### src/sv/hsd_pkg.sv
// shared types and constants for the huffman stream decoder
package hsd_pkg;

  localparam int SYMBOL_COUNT   = 256;
  localparam int SIZE_BYTES_DEF = 8;
  localparam int SYM_W          = 8;
  localparam int IDX_W          = 8;
  localparam int WT_W           = 16;
  localparam int CNT_W          = 9;

  // result status codes
  localparam logic [1:0] ST_OK    = 2'd0;
  localparam logic [1:0] ST_FEW   = 2'd1;
  localparam logic [1:0] ST_EARLY = 2'd2;

  // reference to a child: a symbol when leaf, else an internal node index
  typedef struct packed {
    logic             leaf;
    logic [IDX_W-1:0] val;
  } hsd_link_t;

  // internal tree node
  typedef struct packed {
    hsd_link_t zero;
    hsd_link_t one;
  } hsd_node_t;

  localparam int NODE_W = $bits(hsd_node_t);

  // heap entry carries the weight next to the link
  typedef struct packed {
    logic [WT_W-1:0] wt;
    hsd_link_t       link;
  } hsd_heap_ent_t;

  localparam int HEAP_W = $bits(hsd_heap_ent_t);

  typedef struct packed {
    logic             we;
    logic [IDX_W-1:0] addr;
    hsd_node_t        data;
  } hsd_node_wr_t;

  typedef struct packed {
    logic             we;
    logic [IDX_W-1:0] addr;
    logic [SYM_W-1:0] data;
  } hsd_wt_wr_t;

  typedef struct packed {
    logic             done;
    logic             bad;
    logic [IDX_W-1:0] root;
  } hsd_build_sts_t;

endpackage

### src/sv/hsd_ctrl.sv
// stream control: header capture, bit walk over the tree and result queue
module hsd_ctrl #(
  parameter int SIZE_BYTES = hsd_pkg::SIZE_BYTES_DEF
) (
  input  logic                          clk,
  input  logic                          rst_n,
  input  logic                          in_valid,
  output logic                          in_stall,
  input  logic [7:0]                    in_byte,
  input  logic                          in_end_of_stream,
  output logic                          out_valid,
  input  logic                          out_stall,
  output logic [7:0]                    out_symbol,
  output logic                          out_last_in_run,
  output logic                          out_message_done,
  output logic [1:0]                    out_status,
  output hsd_pkg::hsd_wt_wr_t           wt_wr,
  output logic                          build_start,
  input  hsd_pkg::hsd_build_sts_t       build_sts,
  output logic [hsd_pkg::IDX_W-1:0]     node_raddr,
  input  logic [hsd_pkg::NODE_W-1:0]    node_rdata
);
  import hsd_pkg::*;

  localparam int LEN_W      = 8 * SIZE_BYTES;
  localparam int HEADER_LEN = SIZE_BYTES + SYMBOL_COUNT;

  typedef enum logic [4:0] {
    C_IDLE  = 5'b00001,
    C_BUILD = 5'b00010,
    C_DEC   = 5'b00100,
    C_FIN1  = 5'b01000,
    C_FIN2  = 5'b10000
  } cstate_t;

  cstate_t          state_r, state_nxt;
  logic [CNT_W-1:0] hcnt_r, hcnt_nxt;
  logic [LEN_W-1:0] len_r, len_nxt;
  logic [LEN_W-1:0] rem_r, rem_nxt;
  logic             bad_r, bad_nxt;
  logic [IDX_W-1:0] root_r, root_nxt;
  logic [IDX_W-1:0] walk_r, walk_nxt;
  logic [7:0]       byte_r, byte_nxt;
  logic             eos_r, eos_nxt;
  logic [2:0]       bit_r, bit_nxt;
  logic [3:0]       nres_r, nres_nxt;
  logic             pend_v_r, pend_v_nxt;
  logic [7:0]       pend_sym_r, pend_sym_nxt;
  logic             pend_done_r, pend_done_nxt;
  logic [1:0]       pend_st_r, pend_st_nxt;
  logic             out_v_r, out_v_nxt;
  logic [7:0]       out_sym_r, out_sym_nxt;
  logic             out_last_r, out_last_nxt;
  logic             out_done_r, out_done_nxt;
  logic [1:0]       out_st_r, out_st_nxt;

  logic             accept;
  logic             out_free;
  logic             push;
  logic             push_last;
  logic             early;
  logic             can_go;
  logic             finish;
  hsd_node_t        node;
  hsd_link_t        child;

  assign node       = hsd_node_t'(node_rdata);
  assign child      = byte_r[3'd7 - bit_r] ? node.one : node.zero;
  assign in_stall   = (state_r != C_IDLE);
  assign accept     = in_valid && (state_r == C_IDLE);
  assign out_free   = !out_v_r || !out_stall;
  assign can_go     = !pend_v_r || out_free;
  assign early      = (hcnt_r < CNT_W'(HEADER_LEN)) || (!bad_r && rem_r != '0);
  assign node_raddr = walk_nxt;

  assign out_valid        = out_v_r;
  assign out_symbol       = out_sym_r;
  assign out_last_in_run  = out_last_r;
  assign out_message_done = out_done_r;
  assign out_status       = out_st_r;

  // sequencer
  always_comb begin
    state_nxt     = state_r;
    hcnt_nxt      = hcnt_r;
    len_nxt       = len_r;
    rem_nxt       = rem_r;
    bad_nxt       = bad_r;
    root_nxt      = root_r;
    walk_nxt      = walk_r;
    byte_nxt      = byte_r;
    eos_nxt       = eos_r;
    bit_nxt       = bit_r;
    nres_nxt      = nres_r;
    pend_v_nxt    = pend_v_r;
    pend_sym_nxt  = pend_sym_r;
    pend_done_nxt = pend_done_r;
    pend_st_nxt   = pend_st_r;
    push          = 1'b0;
    push_last     = 1'b0;
    finish        = 1'b0;
    wt_wr         = '0;
    build_start   = 1'b0;

    unique case (state_r)
      C_IDLE: begin
        if (accept) begin
          byte_nxt = in_byte;
          eos_nxt  = in_end_of_stream;
          bit_nxt  = '0;
          nres_nxt = '0;
          if (hcnt_r < CNT_W'(HEADER_LEN)) begin
            // header byte: length lane or weight
            if (hcnt_r < CNT_W'(SIZE_BYTES)) begin
              for (int j = 0; j < SIZE_BYTES; j++) begin
                if (hcnt_r == CNT_W'(j)) begin
                  len_nxt[8*j +: 8] = in_byte;
                end
              end
            end else begin
              wt_wr.we   = 1'b1;
              wt_wr.addr = IDX_W'(hcnt_r - CNT_W'(SIZE_BYTES));
              wt_wr.data = in_byte;
            end
            hcnt_nxt = hcnt_r + CNT_W'(1);
            if (hcnt_r == CNT_W'(HEADER_LEN - 1)) begin
              rem_nxt     = len_r;
              build_start = 1'b1;
              state_nxt   = C_BUILD;
            end else begin
              state_nxt = C_FIN1;
            end
          end else if (!bad_r) begin
            state_nxt = C_DEC;
          end else begin
            state_nxt = C_FIN1;
          end
        end
      end
      C_BUILD: begin
        if (build_sts.done) begin
          bad_nxt  = build_sts.bad;
          root_nxt = build_sts.root;
          walk_nxt = build_sts.root;
          if (build_sts.bad) begin
            pend_v_nxt    = 1'b1;
            pend_sym_nxt  = '0;
            pend_done_nxt = 1'b0;
            pend_st_nxt   = ST_FEW;
            nres_nxt      = 4'd1;
          end
          state_nxt = C_FIN1;
        end
      end
      C_DEC: begin
        // one tree step per bit, msb first
        if (rem_r == '0) begin
          state_nxt = C_FIN1;
        end else if (can_go) begin
          if (child.leaf) begin
            push          = pend_v_r;
            pend_v_nxt    = 1'b1;
            pend_sym_nxt  = child.val;
            pend_done_nxt = (rem_r == LEN_W'(1));
            pend_st_nxt   = ST_OK;
            rem_nxt       = rem_r - LEN_W'(1);
            nres_nxt      = nres_r + 4'd1;
            walk_nxt      = root_r;
          end else begin
            walk_nxt = child.val;
          end
          bit_nxt = bit_r + 3'd1;
          if (bit_r == 3'd7) begin
            state_nxt = C_FIN1;
          end
        end
      end
      C_FIN1: begin
        // early end appends an error, or replaces a full run's last symbol
        if (eos_r && early) begin
          if (nres_r == 4'd8 || !pend_v_r || out_free) begin
            push          = pend_v_r && (nres_r != 4'd8);
            pend_v_nxt    = 1'b1;
            pend_sym_nxt  = '0;
            pend_done_nxt = 1'b0;
            pend_st_nxt   = ST_EARLY;
            state_nxt     = C_FIN2;
          end
        end else begin
          state_nxt = C_FIN2;
        end
      end
      C_FIN2: begin
        if (!pend_v_r) begin
          finish = 1'b1;
        end else if (out_free) begin
          push       = 1'b1;
          push_last  = 1'b1;
          pend_v_nxt = 1'b0;
          finish     = 1'b1;
        end
      end
      default: begin
        state_nxt = C_IDLE;
      end
    endcase

    // close the byte, and the stream on its final byte
    if (finish) begin
      state_nxt = C_IDLE;
      if (eos_r) begin
        hcnt_nxt = '0;
        len_nxt  = '0;
        rem_nxt  = '0;
        bad_nxt  = 1'b0;
        root_nxt = '0;
        walk_nxt = '0;
      end
    end
  end

  // output register
  always_comb begin
    out_v_nxt    = out_v_r;
    out_sym_nxt  = out_sym_r;
    out_last_nxt = out_last_r;
    out_done_nxt = out_done_r;
    out_st_nxt   = out_st_r;
    if (push) begin
      out_v_nxt    = 1'b1;
      out_sym_nxt  = pend_sym_r;
      out_last_nxt = push_last;
      out_done_nxt = pend_done_r;
      out_st_nxt   = pend_st_r;
    end else if (out_v_r && !out_stall) begin
      out_v_nxt = 1'b0;
    end
  end

  // control state
  always_ff @(posedge clk) begin
    if (!rst_n) begin
      state_r  <= C_IDLE;
      hcnt_r   <= '0;
      len_r    <= '0;
      rem_r    <= '0;
      bad_r    <= 1'b0;
      root_r   <= '0;
      walk_r   <= '0;
      pend_v_r <= 1'b0;
      out_v_r  <= 1'b0;
      eos_r    <= 1'b0;
      bit_r    <= '0;
      nres_r   <= '0;
    end else begin
      state_r  <= state_nxt;
      hcnt_r   <= hcnt_nxt;
      len_r    <= len_nxt;
      rem_r    <= rem_nxt;
      bad_r    <= bad_nxt;
      root_r   <= root_nxt;
      walk_r   <= walk_nxt;
      pend_v_r <= pend_v_nxt;
      out_v_r  <= out_v_nxt;
      eos_r    <= eos_nxt;
      bit_r    <= bit_nxt;
      nres_r   <= nres_nxt;
    end
  end

  // payload registers
  always_ff @(posedge clk) begin
    byte_r      <= byte_nxt;
    pend_sym_r  <= pend_sym_nxt;
    pend_done_r <= pend_done_nxt;
    pend_st_r   <= pend_st_nxt;
    out_sym_r   <= out_sym_nxt;
    out_last_r  <= out_last_nxt;
    out_done_r  <= out_done_nxt;
    out_st_r    <= out_st_nxt;
  end

endmodule

### config.mk
export PLATFORM = sky130hd
export DESIGN_NAME = hsd_ctrl
export DESIGN_NICKNAME = d
export VERILOG_FILES = /design/src/sv/hsd_pkg.sv /design/src/sv/hsd_ctrl.sv
export SDC_FILE = /design/constraint.sdc
export NUM_CORES = 1
export LEC_CHECK = 0
export ABC_CLOCK_PERIOD_IN_PS = 8750
export BUFFER_PORTS_ARGS = -buffer_cell sky130_fd_sc_hd__buf_2
export CORE_UTILIZATION = 60
export CTS_CLUSTER_DIAMETER = 50
export DETAILED_ROUTE_END_ITERATION = 7
export PLACE_DENSITY = 0.88
export SYNTH_ARGS = -nofsm -noshare
export SYNTH_HDL_FRONTEND = slang
export SYNTH_SLANG_ARGS = --single-unit
### constraint.sdc
create_clock -name clk -period 8.75 [get_ports clk]
set_clock_uncertainty 0.1 [all_clocks]
set_input_delay 0.4375 -clock clk [delete_from_list [all_inputs] [get_ports clk]]
set_output_delay 0.4375 -clock clk [all_outputs]
set_load 0.05 [all_outputs]
After elaboration in Yosys (flattened, before gate mapping)
Cells that the tools add are included.
Widths: inputs -> output; s select.
- word-level logic and storage cells: 211
- bits in registers: 200
- output and inout bits: 40
- reduce and logical (&&, ||, !) cells: 29
- bitwise gates (word level): 2
- multiplexer cells: 122
- equality and inequality tests: 29
- $add $sub $neg: 6
- $lt $le $gt $ge: 3
- operators by type and width (cell ; count):
    $mux 64 ; 14
    $mux 8 ; 25
    $pmux 64 s2 ; 1
    $mux 17 ; 4
    $eq 64x1->1 const B ; 1
    $logic_not 64->1 ; 1
    $reduce_bool 64->1 ; 1
    $sub 64x1->64 const B ; 1
    $mux 9 ; 6
    $mux 5 ; 8
    $eq 9x3->1 const B ; 4
    $mux 1 ; 36
    $mux 4 ; 8
    $pmux 5 s5 ; 1
    $pmux 8 s3 ; 1
    $eq 9x2->1 const B ; 2
    $ne 2x2->1 const B ; 8
    $pmux 8 s2 ; 1
    $reduce_and 8->1 ; 2
    $mux 2 ; 7
    $pmux 4 s3 ; 1
    $add 9x1->9 const B ; 1
    $eq 9x1->1 const B ; 1
    $eq 9x9->1 const B ; 1
    36 further kinds ; 55

Logic depth before layout (Yosys ltp)
- depth in word-level cells: 10
- depth in mapped cells: 11

Worst setup path after synthesis
No wires, ideal clock.
- kind: reg-to-output
- start: register rem_r[21]
- end: output node_raddr[0] in the netlist's numbering
- data required time: 8.213 ns
- slack: 4.570 ns
- data arrival time: 3.643 ns
- cell stages (with the launch flop): 8
- cells stage by stage: dfxtp_1 or4_4 or4b_4 or4_4 buf_6 o21a_1 and2_4 a211oi_1
- word-level cells in the longest chain between the ends: 5
- RTL lines (element ; line ; source):
    start, declared ; hsd_ctrl.sv:39 ; logic [LEN_W-1:0] rem_r, rem_nxt;
    start signal, assigned ; hsd_ctrl.sv:259 ; rem_r <= rem_nxt;
    $logic_not 64->1 (*) ; hsd_ctrl.sv:157 ; if (rem_r == '0) begin
    $mux 8 (*) ; hsd_ctrl.sv:157 ;
    $pmux 8 s2 (*) ; hsd_ctrl.sv:105 ; unique case (state_r)
    $mux 8 ; hsd_ctrl.sv:211 ; if (eos_r) begin
    $mux 8 (*) ; hsd_ctrl.sv:209 ; if (finish) begin
    end, declared ; hsd_ctrl.sv:20 ; output logic [hsd_pkg::IDX_W-1:0] node_raddr,
Mark *: on every way between the ends. The rest lies on a longest branch, timed or not.

Final worst setup path
Ends and elaborated chain as after synthesis.

==> impl_metrics.env <==
export IMPL_synth_main_ff_cell="dfxtp_1"
export IMPL_final_period_utilization_pct=49.8
export IMPL_crit_path_frequent_cell="or4_4"
export IMPL_dpl_hpwl_um=17500
export IMPL_fin_cells=1377
export IMPL_die_y_um=130
export IMPL_cts_tree="yes"
export IMPL_hold_path_cell_count=3
export IMPL_crit_type="reg -> out"
export IMPL_clock_path_buffers=2
export IMPL_timing_hold_ws_ns=0.139
export IMPL_drive_gt1_share_pct=12.6
export IMPL_n_fill_cell=1210
export IMPL_cp_required_ns=8.21
export IMPL_diodes=0
export IMPL_crit_path_max_fanout=13
export IMPL_outcome="complete, but fails checks"
export IMPL_arrival_ns=3.82
export IMPL_slew_limit_headroom_pct=24.1
export IMPL_drc=14
export IMPL_fin_util_pct=67.9
export IMPL_initial_core_util_pct=61.6
export IMPL_vias=9038
export IMPL_synth_edf_count=31
export IMPL_grt_pass1_vias=7862
export IMPL_peakVddDrop_v=0.000176
export IMPL_async_reset_ff_share_pct=0
export IMPL_yosysUniqueCellTypes=71
export IMPL_power_density_nw_per_um2=224
export IMPL_fin_setup_tns_ns=0
export IMPL_htree_levels=4
export IMPL_viasPerCell=6.56
export IMPL_r2r_end="rem_r[7]"
export IMPL_yosys_warnings=0
export IMPL_grt_pass1_wl_um=41400
export IMPL_grt_setup_unrepaired="no"
export IMPL_wl_um=26300
export IMPL_p_leak_uw=0.00425
export IMPL_violations="design-rule violations"
export IMPL_syn_inst=1124
export IMPL_fp_coreArea_um2=15900
export IMPL_ys_seq_area_share_pct=44.1
export IMPL_root_buffer="clkbuf_16"
export IMPL_fin_nets=1202
export IMPL_cp_slowest_cell="or4_4"
export IMPL_min_from="in_end_of_stream"
export IMPL_synth_fp_nets=1178
export IMPL_antenna_found_initial=0
export IMPL_cts_sinks=200
export IMPL_gp_congestion=0.905
export IMPL_end_kind="output port"
export IMPL_synth_seq_cells=200
export IMPL_dieArea_um2=16800
export IMPL_syn_area_um2=9790
export IMPL_r2r_start="hcnt_r[3]"
export IMPL_num_rows=46
export IMPL_cts_resized=0
export IMPL_syn_area_per_cell_um2=8.71
export IMPL_die_w_um=130
export IMPL_cpPeakStageDelay_ns=0.62
export IMPL_grt_overflow_total=0
export IMPL_numCtsBuffers=17
export IMPL_hp_class="in -> reg"
export IMPL_reg2reg_slack_ns=4.65
export IMPL_cts_setup_buffers=0
export IMPL_pin_count=81
export IMPL_final_hold_viol_count=0
export IMPL_syn2layout_area_growth_pct=10.1
export IMPL_cp_cell_sequence="or4_4 -> or4b_4 -> or4_4 -> o21a_1 -> and2_4 -> a211oi_1 -> buf_2"
export IMPL_clkLatencyLatePin_ns=0.45
export IMPL_setup_viol=0
export IMPL_io_buffers=80
export IMPL_cap_violations=0
export IMPL_final_antenna_net_count=0
export IMPL_place_inst=1345
export IMPL_postCtsHoldBufs=0
export IMPL_hold_end="eos_r"
export IMPL_drv_slew=0
export IMPL_first_iter_violations=1252
export IMPL_grt_usage_pct=32.1
export IMPL_max_freq_mhz=229
export IMPL_first_pass_iters=8
export IMPL_wire_per_inst_um=19.1
export IMPL_finalCriticalPeriod_ns=4.36
export IMPL_critPathLaunchType="flip-flop"
export IMPL_grt_max_degree=109
export IMPL_tightest_slew_ns=1.14
export IMPL_r2r_cells=12
export IMPL_clkSlewWorstSetupHoldPaths_ns=0.07
==> synth_stat cells, types with 7 or more instances <==
cell type  count  area [um^2]
a32oi_1        7         61.3
dfxtp_1      169         3380
or3_1         22          138
a31oi_1       43          269
nand2_1      100          375
o211ai_1      17          128
nor2_1       151          567
and2_1        25          156
a22oi_1        7         52.6
a21oi_1       80          400
nand4_1       15         93.8
clkbuf_2       8         40.0
nand3_1       43          215
o22a_1         8         70.1
clkbuf_1      58          218
o21ai_0       26          130
ha_1          13          163
nor4_1        18          113
edfxtp_1      31          931
inv_1         16         60.1
and3_1        11         68.8
mux2i_1       79          791
or4_1         11         82.6
o311ai_0      12          105
nor3_1        30          150
or2_2          9         56.3
==> per-layer routing <==
layer / vias to the layer above / wire (um) / track usage [%]
met5: - / 0 / 0
met4: 0 / 695 / 11.7
met3: 75 / 3110 / 9.43
met2: 573 / 11400 / 45.7
met1: 4239 / 11100 / 45.8
li1: 4151 / - / -
==> registers in the layout, summed over array words and instances (netlist names), 8 cells and up <==
signal and cells:
root_r 8, out_symbol 8, pend_sym_r 8, len_r 64, walk_r 8, rem_r 64
hcnt_r 9, byte_r 8
==> cell type report <==
type / instances / area, um^2 / share of cell area (%)
clock inverter: 14 / 179 / 1.66
inverter: 18 / 67.6 / 0.627
multi-input combinational: 827 / 5070 / 47.0
sequential: 200 / 4310 / 40.0
clock buffer: 18 / 450 / 4.18
timing repair buffer: 84 / 430 / 3.99
tap: 216 / 270 / 2.51
==> worst max-delay path: cells and delay by family (launching register included) <==
family | cells | cell delay (ns)
buffers and inverters | 1 | 0.32
DFF | 1 | 0.35
AOI/OAI and AO/OA | 2 | 0.65
and+or+nand+nor | 4 | 2.05
==> cells in the final DEF (no fill, tap or decap), drive strengths merged, types with 7 or more instances in the layout <==
master and instances:
or4 13, o311ai 14, and3 11, nand3 44, clkbuf 18, buf 84, a211oi 10, mux2i 79
inv 21, a21oi 80, nand2 100, a32oi 7, and2 29, clkinv 8, dfxtp 169, o22a 8
nor3 30, nand4 15, nor2 151, or2 9, nor4 18, or3 22, o21ai 28, o211ai 18
a22oi 7, ha 13, edfxtp 31, a31oi 43
==> worst max path at each step <==
stage,from,end,slack [ns],cells after the start
final,rem_r[21],node_raddr[0],4.39,7
after global placement,rem_r[21],node_raddr[1],4.98,7
after CTS,rem_r[21],node_raddr[0],4.43,7
after global routing,hcnt_r[3],build_start,4.19,9
after detailed placement,hcnt_r[3],rem_r[7],4.81,12
after floorplan,rem_r[21],node_raddr[0],4.57,7
==> cells by family after synthesis <==
group	count (synthesis)	share of synthesized area, %
buffers and inverters	97	4.24
adder cells (fa/ha/maj)	13	1.66
flip-flops	200	44.1
AND/OR/NAND/NOR	470	23.5
AO/OA/AOI/OAI	252	17.1
XOR/XNOR	9	0.805
multiplexers	83	8.65
==> through the flow <==
stage / setup slack, ns / area, um^2 / total power, uW
final: 4.39 / 10800 / 2410
after global routing: 4.19 / 10800 / 2500
after CTS: 4.43 / 10800 / 2400
after detailed placement: 4.81 / 10200 / 1580
after global placement: 4.98 / 10200 / 1560
after floorplan: 4.57 / 9790 / 1450
==> power breakdown <==
group          total, uW  internal, uW  switching (uW)
registers           1040           997            42.2
logic                544           168             376
clock network        832           461             371
(Power assumes the default switching activity.)
